$ cat config.mk
export PLATFORM = sky130hd
export DESIGN_NAME = three_term_recurrence_checksum_top_flat
export DESIGN_NICKNAME = d
export VERILOG_FILES = /design/src/hdl/ttrc_pkg.sv /design/src/hdl/ttrc_in_if.sv /design/src/hdl/ttrc_out_if.sv /design/src/hdl/ttrc_fold.sv /design/src/hdl/ttrc_step.sv /design/src/hdl/three_term_recurrence_checksum_top.sv /design/src/flat_wrapper.sv
export SDC_FILE = /design/constraint.sdc
export NUM_CORES = 1
export LEC_CHECK = 0
export ABC_AREA = 1
export BUFFER_PORTS_ARGS = -buffer_cell sky130_fd_sc_hd__buf_4
export CAP_MARGIN = 20
export CORE_MARGIN = 5
export CORE_UTILIZATION = 41
export CTS_BUF_LIST = sky130_fd_sc_hd__clkbuf_8
export CTS_CLUSTER_SIZE = 16
export DETAILED_ROUTE_END_ITERATION = 12
export HOLD_SLACK_MARGIN = 0.03
export PLACE_DENSITY = 0.59
export SLEW_MARGIN = 20
export SYNTH_ARGS = -nofsm -noshare
export SYNTH_HDL_FRONTEND = slang
export SYNTH_SLANG_ARGS = --single-unit
$ cat constraint.sdc
create_clock -name clk_i -period 41.8 [get_ports clk_i]
set_input_delay 4.18 -clock clk_i [delete_from_list [all_inputs] [get_ports clk_i]]
set_output_delay 4.18 -clock clk_i [all_outputs]
set_load 0.01 [all_outputs]
$ cat src/hdl/ttrc_pkg.sv
// Package for the three-term recurrence checksum block.
// Holds field types, recurrence constants and the modulus.
// No dependencies.
package ttrc_pkg;

  typedef logic [7:0]  byte_t;
  typedef logic [15:0] term_t;
  typedef logic [7:0]  pos_t;

  // Products: (byte + alpha) is 9 bits, times a 16-bit term
  localparam int unsigned ProdW = 25;
  typedef logic [ProdW-1:0] prod_t;

  localparam term_t SeedOffset = 16'd7;
  localparam pos_t  AlphaStep  = 8'd17;
  localparam pos_t  BetaStep   = 8'd31;
  localparam term_t Modulus    = 16'hFFFF;
  localparam term_t TermOne    = 16'd1;

endpackage

$ cat src/hdl/ttrc_in_if.sv
// Input channel of the checksum block: one message byte per request.
// Depends on ttrc_pkg.
interface ttrc_in_if;
  import ttrc_pkg::*;

  logic  valid;
  logic  ready;
  byte_t data_byte;
  logic  last_byte;

  modport source (output valid, output data_byte, output last_byte, input ready);
  modport sink   (input valid, input data_byte, input last_byte, output ready);

endinterface

$ cat src/hdl/ttrc_out_if.sv
// Output channel of the checksum block: one checksum per message.
// Depends on ttrc_pkg.
interface ttrc_out_if;
  import ttrc_pkg::*;

  logic  valid;
  logic  ready;
  term_t checksum;

  modport source (output valid, output checksum, input ready);
  modport sink   (input valid, input checksum, output ready);

endinterface

$ cat src/hdl/ttrc_fold.sv
// Reduction of a 25-bit magnitude modulo 65535 by end-around folding.
// Depends on ttrc_pkg.
module ttrc_fold (
  input  ttrc_pkg::prod_t mag_i,
  output ttrc_pkg::term_t rem_o
);
  import ttrc_pkg::*;

  logic [16:0] sum1;
  logic [16:0] sum2;

  // 2^16 == 1 mod 65535: add high part onto low part, twice
  assign sum1 = {1'b0, mag_i[15:0]} + {8'b0, mag_i[ProdW-1:16]};
  assign sum2 = {1'b0, sum1[15:0]} + {16'b0, sum1[16]};

  // sum2 never exceeds 65535; that value is zero
  assign rem_o = (sum2[15:0] == Modulus) ? '0 : sum2[15:0];

endmodule

$ cat src/hdl/ttrc_step.sv
// Next recurrence term from the byte, position and the two held terms.
// Depends on ttrc_pkg and ttrc_fold.
module ttrc_step (
  input  ttrc_pkg::byte_t data_byte_i,
  input  ttrc_pkg::pos_t  position_i,
  input  ttrc_pkg::term_t cur_term_i,
  input  ttrc_pkg::term_t prev_term_i,
  output ttrc_pkg::term_t next_term_o
);
  import ttrc_pkg::*;

  pos_t       alpha;
  pos_t       beta;
  logic [8:0] factor;
  prod_t      pos_part;
  prod_t      neg_part;
  logic       negative;
  prod_t      mag;
  term_t      rem;

  // Position coefficients, mod 256 by truncation
  assign alpha  = position_i * AlphaStep;
  assign beta   = position_i * BetaStep;
  assign factor = {1'b0, data_byte_i} + {1'b0, alpha};

  // Two products side by side, at full product width
  assign pos_part = prod_t'(factor) * prod_t'(cur_term_i);
  assign neg_part = prod_t'(beta) * prod_t'(prev_term_i);

  assign negative = pos_part < neg_part;
  assign mag      = negative ? (neg_part - pos_part) : (pos_part - neg_part);

  ttrc_fold u_fold (
    .mag_i (mag),
    .rem_o (rem)
  );

  // Negative difference wraps through 2^16 == 1: result is (1 - m) mod 65535
  always_comb begin
    priority if (!negative) begin
      next_term_o = rem;
    end else if (rem == '0) begin
      next_term_o = TermOne;
    end else if (rem == TermOne) begin
      next_term_o = '0;
    end else begin
      next_term_o = 16'((17'h10000) - {1'b0, rem});
    end
  end

endmodule

$ cat src/hdl/three_term_recurrence_checksum_top.sv
// Top level of the three-term recurrence checksum block.
// Depends on ttrc_pkg, ttrc_in_if, ttrc_out_if and ttrc_step.
//
// Usage:
//   req_i carries one message byte per request (data_byte) with last_byte
//   set on the final byte of a message. rsp_o returns one checksum per
//   message, after its last byte; other bytes produce nothing.
//   Throughput: one byte per cycle unless stalled. The recurrence update
//   (two 16-bit products, a subtract and a fold mod 65535) ends in the cycle
//   the byte is accepted, so the term registers are ready for the next byte.
//   Latency: the checksum is valid in the cycle after the last byte is
//   accepted, held in an output register.
//   Stall: while a checksum waits on rsp_o, the block still takes bytes as
//   long as the receiver takes it in the same cycle; otherwise req_i.ready
//   drops until the output register is free.
//   Reset: terms go to one, position to zero, and the next byte opens a
//   new message; no checksum is pending. Messages follow each other with
//   no gap; the state restarts on every last byte.
module three_term_recurrence_checksum_top (
  input logic       clk_i,
  input logic       rst_ni,
  ttrc_in_if.sink   req_i,
  ttrc_out_if.source rsp_o
);
  import ttrc_pkg::*;

  term_t prev_term_q, prev_term_d;
  term_t cur_term_q, cur_term_d;
  pos_t  position_q, position_d;
  logic  at_start_q, at_start_d;
  logic  out_valid_q, out_valid_d;
  term_t checksum_q, checksum_d;

  logic  accept;
  term_t step_term;
  term_t new_cur;
  term_t new_prev;
  pos_t  new_pos;

  // Accept while the output register is free or being drained
  assign req_i.ready = !out_valid_q || rsp_o.ready;
  assign accept      = req_i.valid && req_i.ready;

  ttrc_step u_step (
    .data_byte_i (req_i.data_byte),
    .position_i  (position_q),
    .cur_term_i  (cur_term_q),
    .prev_term_i (prev_term_q),
    .next_term_o (step_term)
  );

  // Seed on the first byte, otherwise advance the recurrence
  always_comb begin
    if (at_start_q) begin
      new_prev = TermOne;
      new_cur  = {8'b0, req_i.data_byte} + SeedOffset;
      new_pos  = 8'd1;
    end else begin
      new_prev = cur_term_q;
      new_cur  = step_term;
      new_pos  = position_q + 8'd1;
    end
  end

  // State update; last byte restarts the message
  always_comb begin
    prev_term_d = prev_term_q;
    cur_term_d  = cur_term_q;
    position_d  = position_q;
    at_start_d  = at_start_q;
    if (accept) begin
      if (req_i.last_byte) begin
        prev_term_d = TermOne;
        cur_term_d  = TermOne;
        position_d  = '0;
        at_start_d  = 1'b1;
      end else begin
        prev_term_d = new_prev;
        cur_term_d  = new_cur;
        position_d  = new_pos;
        at_start_d  = 1'b0;
      end
    end
  end

  // Output register
  always_comb begin
    out_valid_d = out_valid_q && !rsp_o.ready;
    checksum_d  = checksum_q;
    if (accept && req_i.last_byte) begin
      out_valid_d = 1'b1;
      checksum_d  = new_cur;
    end
  end

  always_ff @(posedge clk_i or negedge rst_ni) begin
    if (!rst_ni) begin
      prev_term_q <= TermOne;
      cur_term_q  <= TermOne;
      position_q  <= '0;
      at_start_q  <= 1'b1;
      out_valid_q <= 1'b0;
    end else begin
      prev_term_q <= prev_term_d;
      cur_term_q  <= cur_term_d;
      position_q  <= position_d;
      at_start_q  <= at_start_d;
      out_valid_q <= out_valid_d;
    end
  end

  always_ff @(posedge clk_i) begin
    checksum_q <= checksum_d;
  end

  assign rsp_o.valid    = out_valid_q;
  assign rsp_o.checksum = checksum_q;

endmodule
$ cat src/flat_wrapper.sv
// flat-port wrapper written by rule: the top's interface ports become plain ports
module three_term_recurrence_checksum_top_flat import ttrc_pkg::*;
  (clk_i, rst_ni, req_i_valid, req_i_data_byte, req_i_last_byte, req_i_ready, rsp_o_valid, rsp_o_checksum, rsp_o_ready);
  ttrc_in_if req_i_i ();
  ttrc_out_if rsp_o_i ();
  input logic clk_i;
  input logic rst_ni;
  input wire logic [$bits(req_i_i.valid)-1:0] req_i_valid;
  input wire logic [$bits(req_i_i.data_byte)-1:0] req_i_data_byte;
  input wire logic [$bits(req_i_i.last_byte)-1:0] req_i_last_byte;
  output wire logic [$bits(req_i_i.ready)-1:0] req_i_ready;
  output wire logic [$bits(rsp_o_i.valid)-1:0] rsp_o_valid;
  output wire logic [$bits(rsp_o_i.checksum)-1:0] rsp_o_checksum;
  input wire logic [$bits(rsp_o_i.ready)-1:0] rsp_o_ready;
  assign req_i_i.valid = req_i_valid;
  assign req_i_i.data_byte = req_i_data_byte;
  assign req_i_i.last_byte = req_i_last_byte;
  assign req_i_ready = req_i_i.ready;
  assign rsp_o_valid = rsp_o_i.valid;
  assign rsp_o_checksum = rsp_o_i.checksum;
  assign rsp_o_i.ready = rsp_o_ready;
  three_term_recurrence_checksum_top u_core (.clk_i(clk_i), .rst_ni(rst_ni), .req_i(req_i_i), .rsp_o(rsp_o_i));
endmodule
==> metrics.txt <==
status=finished clean; dominant cell type by area after synthesis=fa_1; Worst path most repeated cell=nand2_1; met3 wire length=2.27 mm; Post-Syn Nets=2591; FF-to-FF Start=u_core.position_q[2]; Crit Reg-Reg Endpoint=u_core.rsp_o.checksum[9]; RSZ-0062 raised after global routing=no; Worst-Skew Late Latency=370 ps; critical path required time=41910 ps; # clock sinks=58; Routed Wire Length=45.7 mm; gr usage total=22.0%; # port buffers=30; share of post-route cells with drive strength above 1=4.81%; Avg WL per Cell=16.8 µm; vias per inst=5.13; CP endpoint kind=flip-flop; setup total negative slack=0 ps; CP Launch Type=primary input; Adder-Cell Fraction of Synth Area=39.1%; register area share after synthesis=9.73%; number of global-route vias before repair=14200; Cells after Synth=2204; GRT overflow=0; Hold Path Class=flip-flop to flip-flop; via count=13900; Worst Setup EP=u_core.rsp_o.checksum[9]; Mapped Area=15800 µm²; Worst Tran Pin Value=1030 ps; Starting DRT DRC Count=902; Root Driver=clkbuf_8; top layer in use=met4; Area growth syn-to-layout=5.64%; post-synthesis compound-gate area fraction=10.3%; DRT antenna net count=0; die span in y=206 µm; final max-slew violation count=0; ranking of synthesized cells by area=fa_1 (25%), ha_1 (14%), inv_1 (12%); syn_area_per_cell=7.16 µm²; worst reg2reg setup slack=24060 ps; CP max stage delay=940 ps; Pre-Repair DR Iteration Count=5; area share of the largest cell type after synthesis=25.1%; GP Congestion=0.937; Crit. Startpoint=req_i_data_byte[2]; initial core utilization=41.7%; CTS tree=built; largest net degree at the start of global routing=45; crit-path max FO=44; fin crit share=43.6%; fillers=4078; CTS max path bufs=2; max frequency=54.9 MHz; CP max stage cell=inv_1; area of the multi-input gates=12100 µm²; ys flop type=dfrtp_1; hold_buf cts=0; mux contribution to synthesized area=0.127%; CTS Buf Count=9; reported max-cap violation count=0; Final min period=18230 ps; Diodes inserted=0; Final Hold Violating Endpoints=0; Synth Area in XOR/XNOR=5.44%; Post-synth EDFFs=16; Final setup viols=0; num ports=31; Post-CTS Setup Inserts=0; H-tree depth=3; fin nets=2584; M1 WL=20.1 mm; Syn. warnings=0; Storage cell area=1540 µm²; met2 WL=22.7 mm; #FFs+latches synth=58; skew final=13.4 ps; Core ar.=37800 µm²; largest family of logic cells by synthesized area=adder cells; first-pass GRT wire length=73.9 mm; Max transition margin=31.3%; Simple-Gate Fraction of Synth Area=21.8%; CP Data Arrival Time=18340 ps; clock slew seen by the registers of the worst setup and hold paths=80 ps; Resized cells post-CTS=0; dpl hpwl=39.0 mm; asr flop ratio synth=72.4%; # DRC=0; Yosys cell types=57; Placement Rows=71; Worst R2R Path Depth=89; Die Wd=206 µm; initial antenna violation count=0; die area=42500 µm²; Crit Path Class=primary input to flip-flop
-- layer usage --
metal / up-vias / global-route usage [%]
met5: - / 0.595
met3: 51 / 2.39
met2: 343 / 38.8
met4: 0 / 3.47
li1: 6726 / -
met1: 6792 / 29.6
-- worst max-delay path, delay by kind of cell --
family	cells	cell delay, ps
AO/OA/AOI/OAI	11	1890
buffers and inverters	12	1860
adder cells (fa/ha/maj)	10	3650
AND/OR/NAND/NOR	48	6330
XOR/XNOR	2	430
-- worst min path at each step --
stage / start / endpoint / depth (start not counted)
6_report: u_core.rsp_o.valid / u_core.rsp_o.valid / 2
4_1_cts: u_core.rsp_o.valid / u_core.rsp_o.valid / 2
3_3_place_gp: u_core.rsp_o.valid / u_core.rsp_o.valid / 2
3_5_place_dp: u_core.rsp_o.valid / u_core.rsp_o.valid / 2
5_1_grt: u_core.rsp_o.valid / u_core.rsp_o.valid / 2
2_1_floorplan: u_core.cur_term_q[0] / u_core.cur_term_q[0] / 2
-- cell usage after synthesis (9+ instances only) --
library cell,instances
a21o_1,9
a21oi_1,121
a31oi_1,9
clkbuf_1,38
dfrtp_1,39
edfxtp_1,16
fa_1,198
ha_1,176
inv_1,504
nand2_1,471
nand2_2,10
nand3_1,76
nand4_1,15
nor2_1,196
nor2_2,11
nor3_1,9
o21ai_0,88
o22ai_1,14
or2_2,10
xnor2_1,30
xor2_1,68
-- layout make-up --
| class | count | area share [%] |
|---|---|---|
| clock inverter | 7 | 0.555 |
| timing repair buffer | 36 | 1.62 |
| clock buffer | 9 | 0.743 |
| sequential | 58 | 9.21 |
| inverter | 507 | 11.4 |
| multi-input combinational | 1585 | 72.6 |
| tap | 511 | 3.83 |
-- through the flow --
| stage | cells | hold WS [ps] | setup WS [ps] | area [µm²] | util (%) |
|---|---|---|---|---|---|
| floorplan | 2204 | 509 | 25890 | 15800 | - |
| global placement | 2697 | 526 | 23470 | 16500 | 43.5 |
| detailed placement | 2697 | 545 | 23280 | 16500 | 43.5 |
| CTS | 2713 | 565 | 23600 | 16700 | 44.1 |
| global route | 2713 | 595 | 21840 | 16700 | 44.1 |
| finish | 2713 | 558 | 23570 | 16700 | 44.1 |
-- cell families after synthesis --
| logic type | after synthesis |
|---|---|
| xor gates and xnor gates | 98 |
| and+or+nand+nor | 823 |
| DFF | 58 |
| adders and majority gates | 374 |
| muxes | 2 |
| buffers and inverters | 561 |
| AOI/OAI and AO/OA | 288 |
-- registers in the layout (all words and copies together), names as in the netlist --
register / cells
u_core.rsp_o.valid: 1
u_core.at_start_q: 1
u_core.cur_term_q: 16
u_core.rsp_o.checksum: 16
u_core.prev_term_q: 16
u_core.position_q: 8
-- cells in the final DEF (no fill, tap or decap), types with 4 or more instances in the layout --
master,Yosys,final
dfrtp_1,39,39
clkbuf_8,0,9
o21ai_0,88,88
nor3_1,9,9
buf_4,1,36
or2_2,10,10
nor2_1,196,196
edfxtp_1,16,16
o21bai_1,8,8
nand3_1,76,76
nand2_4,4,4
ha_1,176,176
nor2_2,11,11
o22ai_1,14,14
inv_1,504,504
xnor2_1,30,30
a21o_1,9,9
a21oi_1,121,121
nand2_2,10,10
nand2_1,471,471
nand3b_1,4,4
o21a_1,6,6
a31oi_1,9,9
nand4_1,15,15
fa_1,198,198
xor2_1,68,68
nor4_1,5,5
o21ai_1,5,5
Power is left out: the tool's default activity adds up to more than one toggle a clock period on the data nets, which glitch-free logic cannot reach.
